===== config.mk =====
export PLATFORM = sky130hd
export DESIGN_NAME = thls_share_div
export DESIGN_NICKNAME = d
export VERILOG_FILES = /design/src/rtl/thls_pkg.sv /design/src/rtl/thls_share_div.sv
export SDC_FILE = /design/constraint.sdc
export NUM_CORES = 1
export LEC_CHECK = 0
export ABC_CLOCK_PERIOD_IN_PS = 4700
export BUFFER_PORTS_ARGS = -buffer_cell sky130_fd_sc_hd__buf_2
export CAP_MARGIN = 20
export CORE_UTILIZATION = 34
export DETAILED_ROUTE_END_ITERATION = 10
export PLACE_DENSITY_LB_ADDON = 0.25
export SETUP_SLACK_MARGIN = 0.2
export SYNTH_ARGS = -nofsm -noshare
export SYNTH_HDL_FRONTEND = slang
export SYNTH_SLANG_ARGS = --single-unit

===== constraint.sdc =====
create_clock -name clk -period 4.7 [get_ports clk]
set_input_delay 1.175 -clock clk [delete_from_list [all_inputs] [get_ports clk]]
set_output_delay 1.175 -clock clk [all_outputs]
set_load 0.03 [all_outputs]

===== src/rtl/thls_pkg.sv =====
// Shared constants for the tile label histogram scorer.
// No dependencies.
package thls_pkg;

  localparam int LABEL_W    = 8;
  localparam int POS_W      = 16;
  localparam int EDGE_W     = 10;
  localparam int LIMIT_W    = 17;
  localparam int CLASS_W    = 3;
  localparam int SHARE_W    = 17;
  localparam int COUNT_W    = 19;
  localparam int AREA_W     = 2 * EDGE_W;
  localparam int CFG_IDX_W  = 3;
  localparam int CFG_DATA_W = 17;

  localparam logic [CFG_IDX_W-1:0] REG_IMAGE_WIDTH      = 3'd0;
  localparam logic [CFG_IDX_W-1:0] REG_IMAGE_HEIGHT     = 3'd1;
  localparam logic [CFG_IDX_W-1:0] REG_TILE_EDGE        = 3'd2;
  localparam logic [CFG_IDX_W-1:0] REG_TILE_STEP        = 3'd3;
  localparam logic [CFG_IDX_W-1:0] REG_BACKGROUND_LIMIT = 3'd4;
  localparam logic [CFG_IDX_W-1:0] REG_CLASS_LIMIT      = 3'd5;

endpackage


===== src/rtl/thls_share_div.sv =====
// Share divider: floor(count * 65536 / area), one quotient bit per cycle.
// Needs count <= area. Depends on thls_pkg.
module thls_share_div (
  input  logic                            clk,
  input  logic                            rst,
  input  logic                            start,
  input  logic [thls_pkg::COUNT_W-1:0]    count,
  input  logic [thls_pkg::AREA_W-1:0]     area,
  output logic                            done,
  output logic [thls_pkg::SHARE_W-1:0]    quotient
);
  import thls_pkg::*;

  localparam int REM_W  = AREA_W + 1;
  localparam int STEP_W = $clog2(SHARE_W + 1);

  logic [REM_W-1:0]  rem;
  logic [AREA_W-1:0] divisor;
  logic [STEP_W-1:0] step;
  logic              busy;
  logic [REM_W-1:0]  trial;
  logic              take;

  // first step tests the integer bit, the rest shift in fraction bits
  assign trial = (step == '0) ? rem : {rem[REM_W-2:0], 1'b0};
  assign take  = trial >= {1'b0, divisor};

  always_ff @(posedge clk) begin
    if (rst) begin
      busy <= 1'b0;
      done <= 1'b0;
    end else begin
      done <= 1'b0;
      if (start) begin
        busy     <= 1'b1;
        step     <= '0;
        rem      <= REM_W'(count);
        divisor  <= area;
        quotient <= '0;
      end else if (busy) begin
        rem      <= take ? trial - {1'b0, divisor} : trial;
        quotient <= {quotient[SHARE_W-2:0], take};
        step     <= step + 1'b1;
        if (step == STEP_W'(SHARE_W - 1)) begin
          busy <= 1'b0;
          done <= 1'b1;
        end
      end
    end
  end
endmodule


==> Yosys cells after proc, flatten, opt, wreduce, memory -nomap -nowiden <==
Cells that the tools add are included.
{ "totals": {"reg_bits": 65, "in_bits": 42, "out_inout_bits": 18, "elab_cells": 28} }
{ "classes": {"n_addsub": 2, "order_cmp": 1, "eq_ne": 1, "mux": 10, "bitwise": 2, "n_reduce_logical": 5} }
{ "ops": {"columns": ["op", "n"], "rows": [
  ["$mux 21", 3],
  ["$ge 21x20->1", 1],
  ["$sub 21x20->21", 1],
  ["$mux 19", 1],
  ["$mux 17", 1],
  ["$add 5x1->5 const B", 1],
  ["$eq 5x5->1 const B", 1],
  ["$logic_not 5->1", 1],
  ["$mux 5", 1],
  ["$mux 1", 4],
  ["$reduce_and 2->1", 2],
  ["$reduce_or 3->1", 1],
  ["$not 1->1", 2],
  ["$reduce_bool 2->1", 1]
]} }

==> Logic depth before layout (Yosys ltp) <==
Gate-level depths: netlist of run 1.
{ "logic_depth": {"word_depth": 6, "depth_mapped": 17, "depth_no_buf": 13} }

==> Worst setup path after synthesis of run 1 <==
No wires, ideal clock.
{ "synth_path": {"path_type": "input port to flip-flop", "startpoint": "in start", "endpoint": "reg quotient[0] (netlist bit), enable pin", "setup_ps": 445, "arrival_ps": 3610, "required_ps": 4255, "slack_ps": 645, "cell_stages": 4, "path_buffers": 2, "cell_sequence": "clkbuf_1 clkbuf_1 nor2_1 nor2_1"} }
{ "synth_between": {"elab_chain_len": 2} }
{ "synth_lines": {"columns": ["element", "line", "text"], "rows": [
  ["start, declared", "thls_share_div.sv:6", "input logic start,"],
  ["$reduce_bool 2->1 (no source line)", null, null],
  ["$reduce_and 2->1 (no source line)", null, null],
  ["end signal, assigned", "thls_share_div.sv:42", "quotient <= {quotient[SHARE_W-2:0], take};"],
  ["end, declared", "thls_share_div.sv:10", "output logic [thls_pkg::SHARE_W-1:0] quotient"]
]} }
No other way between the ends.
A chain may end at the register's enable or synchronous reset.

==> Final worst setup path of run 1 <==
{ "layout_path": {"startpoint": "reg step[0]", "endpoint": "reg rem[10] (data pin)"} }
{ "layout_between": {"elab_chain_len": 6, "word_cells_on_any_way": 7, "cone_classes": "add/sub: 1; order compare: 1; mux: 4; reduce/logical: 1"} }
{ "layout_lines": {"columns": ["element", "line", "text"], "rows": [
  ["start, declared", "thls_share_div.sv:19", "logic [STEP_W-1:0] step;"],
  ["start signal, assigned", "thls_share_div.sv:43", "step <= step + 1'b1;"],
  ["$logic_not 5->1 *", "thls_share_div.sv:25", "assign trial = (step == '0) ? rem : {rem[REM_W-2:0], 1'b0};"],
  ["$mux 21 *", "thls_share_div.sv:25", null],
  ["$sub 21x20->21 or $ge 21x20->1 (tied branches)", "thls_share_div.sv:41, thls_share_div.sv:26", null],
  ["$mux 21 *", "thls_share_div.sv:41", "rem <= take ? trial - {1'b0, divisor} : trial;"],
  ["$mux 21 *", "thls_share_div.sv:40", "end else if (busy) begin"],
  ["$mux 19 *", "thls_share_div.sv:34", "if (start) begin"],
  ["end signal, assigned", "thls_share_div.sv:37", "rem <= REM_W'(count);"],
  ["end signal, assigned", "thls_share_div.sv:41", null],
  ["end, declared", "thls_share_div.sv:17", "logic [REM_W-1:0] rem;"]
]} }
Mark *: on every way between the ends. The rest lies on a longest branch, timed or not. The select of a mux whose other input is x is not followed.

==> metrics, run 1 <==
status complete, but fails checks; failing checks DRC; vias in the first global route 3,284; die width 112.3 um; Tmin final 4.094 ns; #FFs+latches synth 65; count of final hold-check violations 0; TritonCTS clock tree yes; most frequent cells in the layout edfxtp_1, buf_2, nor2_1; worst setup margin 0.6056 ns; Reg clk slew, reported paths 0.06 ns; Die Ht 112.3 um; HPWL after DPL 7413 um; ANT cells 0; CTS Buf Count 9; initial antenna violation count 0; Clk pwr share 35.4%; DRC 7; RSZ-0062 raised after global routing no; prevailing post-synth register cell edfxtp_1; via count 3,242; total congestion overflow 0; CTS Hold Bufs 0; sequential share of power 37.2%; setup TNS 0 ns; dpl cells 587; non-filler cells, final 605; # resized after CTS 0; core area 0.01161 mm^2; gpl congestion 0.8916; Pint 1.329 mW; worst vdd ir 274.6 uV; Pleak 1.973 nW; Critical Path End Type register; final WL 10,110 um; CTS max path bufs 2; DRT Pass-1 Iters 8; Synth cell types 59; startpoint types register; Avg WL per Cell 16.70 um; share of flip-flops with an asynchronous set or reset 0%; Worst Max-Slew Pin Slew 0.8490 ns; Max Fclk 244.2 MHz; Max-cap violations 0; worst path required time 4.77 ns; Setup WS pre-CTS 0.4262 ns; Area growth, synth to finish 19.58%; Antenna Nets Post-Route 0; largest net degree at the start of global routing 48; Final #Nets 522; post-synth top area share 45.75%; final period utilization 87.11%; clock sink count 65; total net switching power 604.1 uW; Fin Clk Skew 0.006049 ns; CP cell instances inv_1 > ha_1 > nor4b_4 > buf_4 > mux2_2 > ha_1 > nand4_1 > nor3_1 > a21boi_2 > o31a_1 > buf_4 > mux2i_1 > a211oi_1; cell taking the most area after synthesis edfxtp_1; Port-buffer cells 59; Cell Area, Synth 0.004135 mm^2; share of layout cells above drive strength 1 25.76%; Worst EP arrival 4.17 ns; most common cell after layout, fill and taps aside edfxtp_1; Die ar. 0.01261 mm^2; combinational group share of total power 27.4%; vias per cell 5.359; # rows 39; DRT iter0 DRCs 184; worst-path fanout max 12; Setup Viol. Count Final 0; Gate Count Post-Synth 392; # IOs 60; critical path class register to register; first-pass GRT wire length 16,290 um; register area share after synthesis 46.72%; top cells by area, synth edfxtp_1, ha_1, mux2_2, nor2b_1, nor2_1; post-CTS setup buffers 0; switch share 31.25%; Post-synth EDFFs 63; Initial Utilization 35.61%; Pwr Density 390.9 mW/mm^2; slowest cell on the critical path o31a_1; syn_nets 457; power consumption 1.933 mW; worst relative slew slack 43.40%; Total GRT Usage 16.80%; max-slew violations 0; CTS root buffer clkbuf_16; Clock Latency Late Sink 0.34 ns; synth warn 0; Reg2Reg Setup Slack 0.61 ns; Syn Area/Cell 10.55 um^2; H-tree levels 3; HP Class register to register; Critical Path Max Stage Delay 0.47 ns
-- synth_stat cells (4+ instances only) --
master    count
edfxtp_1     63
o31ai_1       4
inv_1        26
nor2b_1      21
o211ai_1      4
nand3_1      14
mux2i_1       4
and3_1        4
nor2_1       30
xnor2_1      10
nand2_1      24
clkbuf_1     10
nor3_1        8
ha_1         22
xor2_1        6
a31oi_1       8
buf_2         7
a21oi_1      21
and2_1        5
mux2_2       18
nand2b_1      5
o21ai_0      22
-- sequential cells by signal (all words and copies together), names as in the netlist --
name / flops
rem: 21
divisor: 20
quotient: 17
step: 5
busy: 1
done: 1
-- layer usage --
layer / part of all wire, % / up-vias / GRT usage, %
met5: 0 / - / 0
met4: 2.2 / 0 / 6.222
met3: 4.5 / 14 / 3.834
met2: 47 / 93 / 27.99
met1: 46 / 1539 / 21.33
li1: - / 1596 / -
-- worst max-delay path, delay by kind of cell, from the launching register on --
family / cells / cell delay [ns]
AOI/OAI and AO/OA: 3 / 0.87
and+or+nand+nor: 3 / 0.85
adders and majority gates: 2 / 0.58
muxes: 2 / 0.55
buffers and inverters: 3 / 0.54
DFF: 1 / 0.43
-- metrics by stage --
step | utilization (%) | hold WS [ns] | cell area [um^2]
floorplan | - | 0.4600 | 4135
global placement | 39.84 | 0.4784 | 4627
detailed placement | 39.84 | 0.4848 | 4627
CTS | 42.45 | 0.4929 | 4930
global route | 42.58 | 0.5135 | 4945
finish | 42.58 | 0.4899 | 4945
-- cell type report --
type | instances | area (um^2)
Clock inverter | 7 | 77.57
Sequential cell | 65 | 1932
Multi-Input combinational cell | 282 | 2033
Tap cell | 143 | 178.9
Clock buffer | 9 | 225.2
Inverter | 26 | 97.59
Fill cell | 1156 | 6669
Timing Repair Buffer | 73 | 400.4
-- cells by family (layout without fill, tap and decap cells) --
family	Yosys count	after routing	synth area share, %
flops	65	65	46.72
mux	23	23	6.233
simple gates	123	123	15.25
fa+ha+maj	23	23	7.141
compound gates	97	97	16.70
buf+inv	45	115	4.569
xor+xnor	16	16	3.389
-- power by group through the flow --
stage	Clock, mW	Sequential [mW]	Combinational, mW
finish	0.684	0.719	0.530
CTS	0.699	0.719	0.530
floorplan	0	0.743	0.366
global route	0.719	0.724	0.583
global placement	0	0.731	0.522
detailed placement	0	0.731	0.525
-- final timing paths --
check / from / end / depth (start not counted)
worst min register to register: busy$_SDFF_PP0_ / done$_SDFF_PP0_ / 1
worst min-delay path: busy$_SDFF_PP0_ / done$_SDFF_PP0_ / 1
worst max-delay path: step[0]$_SDFFCE_PP0P_ / rem[10]$_DFFE_PP_ / 13
worst max register to register: step[0]$_SDFFCE_PP0P_ / rem[10]$_DFFE_PP_ / 13
Power figures use the tool's default switching activity.
==> inputs of run 2 (changes only) <==
CTS_BUF_LIST = sky130_fd_sc_hd__clkbuf_4 sky130_fd_sc_hd__clkbuf_8   (was unset)
MAX_ROUTING_LAYER = met4   (was unset)
==> run 2 against run 1 <==
Against the previous run:
- the flow still finishes with violations (DRC)
- via count about the same
- final area decreased by 2.5%
- sequential cell count unchanged
- routed wire length increased by 1.7%
- worst setup slack got worse by 0.075 ns
- largest cell class unchanged
- largest power group unchanged
- combinational power about the same
==> metrics, run 2 (same netlist as run 1, synthesis figures left out) <==
critical path class register to register; Die ar. 0.01261 mm^2 (unchanged); HP Start busy$_SDFF_PP0_; Clk pwr share 26.3% (-9.1 points); Reg clk slew, reported paths 0.08 ns (+0.02 ns); Avg WL per Cell 16.99 um (+1.7%); worst vdd ir 183.9 uV (-33%); final WL 10,280 um (+1.7%); total net switching power 584.9 uW (-3.2%); vias in the first global route 3,320 (+1.1%); core area 0.01161 mm^2 (unchanged); die width 112.3 um (unchanged); Pleak 1.909 nW (-3.3%); Worst Max-Slew Pin Slew 0.6142 ns (-0.2348 ns); CTS Hold Bufs 0 (unchanged); share of layout cells above drive strength 1 25.76% (unchanged); HPWL after DPL 7473 um (+0.81%); initial antenna violation count 0 (unchanged); HP Class register to register; setup TNS 0 ns (unchanged); CTS Buf Count 9 (unchanged); worst-path fanout max 21 (+9); RSZ-0062 raised after global routing no; hold path depth 1 (unchanged); largest net degree at the start of global routing 47 (-2.1%); Initial Utilization 35.61% (unchanged); TritonCTS clock tree yes; startpoint types register; vias per cell 5.360 (about the same); slowest cell on the critical path o31a_1; Final #Nets 522 (unchanged); Reg2Reg Depth 13 (unchanged); reg-to-reg endpoint rem[12]$_DFFE_PP_; gpl congestion 0.8752 (-1.8%); worst relative slew slack 59.05% (+16 points); total congestion overflow 0 (unchanged); CTS root buffer clkbuf_8; combinational group share of total power 31.2% (+3.8 points); CTS max path bufs 2 (unchanged); crit-path leading delay family compound AO/OA/AOI/OAI gates; # resized after CTS 0 (unchanged); Total GRT Usage 17.81% (+1.0 points); DRT Pass-1 Iters 8 (unchanged); worst path required time 4.83 ns (+0.06 ns); Fin Clk Skew 0.01002 ns (+0.003968 ns); switch share 34.55% (+3.3 points); Critical Path End Type register; Max Fclk 239.8 MHz (-1.8%); reg2reg start step[0]$_SDFFCE_PP0P_; Worst EP arrival 4.30 ns (+0.13 ns); final period utilization 88.72% (+1.6 points); most common cell after layout, fill and taps aside edfxtp_1; DRC 7 (unchanged); most frequent cells in the layout edfxtp_1, buf_2, nor2_1; Top Registers rem x21, divisor x20, quotient x17; Critical Path Max Stage Delay 0.52 ns (+0.05 ns); Die Ht 112.3 um (unchanged); Area growth, synth to finish 16.61%; Port-buffer cells 59 (unchanged); Pwr Density 351.1 mW/mm^2 (-10%); # rows 39 (unchanged); Top reg by flops rem; Setup Viol. Count Final 0 (unchanged); status complete, but fails checks; # IOs 60 (unchanged); CP bufs+invs 3 (unchanged); Clock Latency Late Sink 0.37 ns (+0.03 ns); H-tree levels 3 (unchanged); DRT iter0 DRCs 197 (+7.1%); failing checks DRC; Setup WS pre-CTS 0.5687 ns (+0.1425 ns); clock sink count 65 (unchanged); post-CTS setup buffers 0 (unchanged); Reg2Reg Setup Slack 0.53 ns (-0.08 ns); count of final hold-check violations 0 (unchanged); via count 3,243 (+0.031%); worst setup margin 0.5303 ns (-0.07535 ns); Hold Path End done$_SDFF_PP0_; Antenna Nets Post-Route 0 (unchanged); first-pass GRT wire length 16,750 um (+2.8%); ANT cells 0 (unchanged); Pint 1.108 mW (-17%); sequential share of power 42.5% (+5.3 points); max-slew violations 0 (unchanged); Largest register FFs 21 (unchanged); Tmin final 4.170 ns (+0.07535 ns); Max-cap violations 0 (unchanged); CP cell instances inv_1 > ha_1 > nor4b_4 > buf_4 > mux2_2 > ha_1 > nand4_1 > nor3_1 > a21boi_2 > o31a_1 > buf_4 > nor3_1 > a221o_1
run 2: per-layer routing:
layer,track usage (%),vias up,part of all wire [%],wire length [um]
met5,-,-,0,0
met4,7.378,0,2.1,215
met3,4.212,19,6.2,640
met2,28.07,109,46,4765
met1,22.00,1524,45,4659
li1,-,1591,-,-
run 2: how the worst max path moves through the flow:
| stage | start | endpoint | slack [ns] | cells after the start |
|---|---|---|---|---|
| final | step[0]$_SDFFCE_PP0P_ | rem[12]$_DFFE_PP_ | 0.53 | 13 |
| after global routing | step[0]$_SDFFCE_PP0P_ | rem[12]$_DFFE_PP_ | 0.26 | 13 |
| after CTS | step[0]$_SDFFCE_PP0P_ | rem[12]$_DFFE_PP_ | 0.55 | 13 |
| after detailed placement | step[0]$_SDFFCE_PP0P_ | rem[12]$_DFFE_PP_ | 0.57 | 13 |
| after global placement | step[0]$_SDFFCE_PP0P_ | rem[12]$_DFFE_PP_ | 0.71 | 13 |
| after floorplan | start | quotient[0]$_SDFFCE_PP0P_ | 0.65 | 4 |
run 2: layout make-up:
cell class | instances | area (um^2)
fillers | 1159 | 6792
multi-input cells | 282 | 2033
flip-flops and latches | 65 | 1932
repair buffers | 73 | 400.4
well taps | 143 | 178.9
clock buffers | 9 | 123.9
inverters | 26 | 97.59
clock inverters | 7 | 56.30
run 2: power by group through the flow:
stage / Combinational (mW) / Clock [mW] / Sequential, mW
6_report: 0.528 / 0.446 / 0.719
5_1_grt: 0.584 / 0.480 / 0.724
2_1_floorplan: 0.366 / 0 / 0.743
3_5_place_dp: 0.522 / 0 / 0.732
4_1_cts: 0.527 / 0.459 / 0.719
3_3_place_gp: 0.518 / 0 / 0.731
run 2: metrics by stage:
stage	hold WS, ns	util (%)	std cells	power [mW]	area (um^2)
floorplan	0.4600	-	392	1.109	4135
global placement	0.4745	39.97	589	1.249	4642
detailed placement	0.4860	39.97	589	1.254	4642
CTS	0.4982	41.52	605	1.705	4822
global route	0.5142	41.52	605	1.788	4822
finish	0.4960	41.52	605	1.693	4822
run 2: worst reg2reg max path, delay by kind of cell, from the launching register on:
family / cells / cell delay, ns
buf+inv: 3 / 0.65
flops: 1 / 0.44
mux: 1 / 0.39
compound gates: 3 / 1.11
simple gates: 4 / 0.76
fa+ha+maj: 2 / 0.57
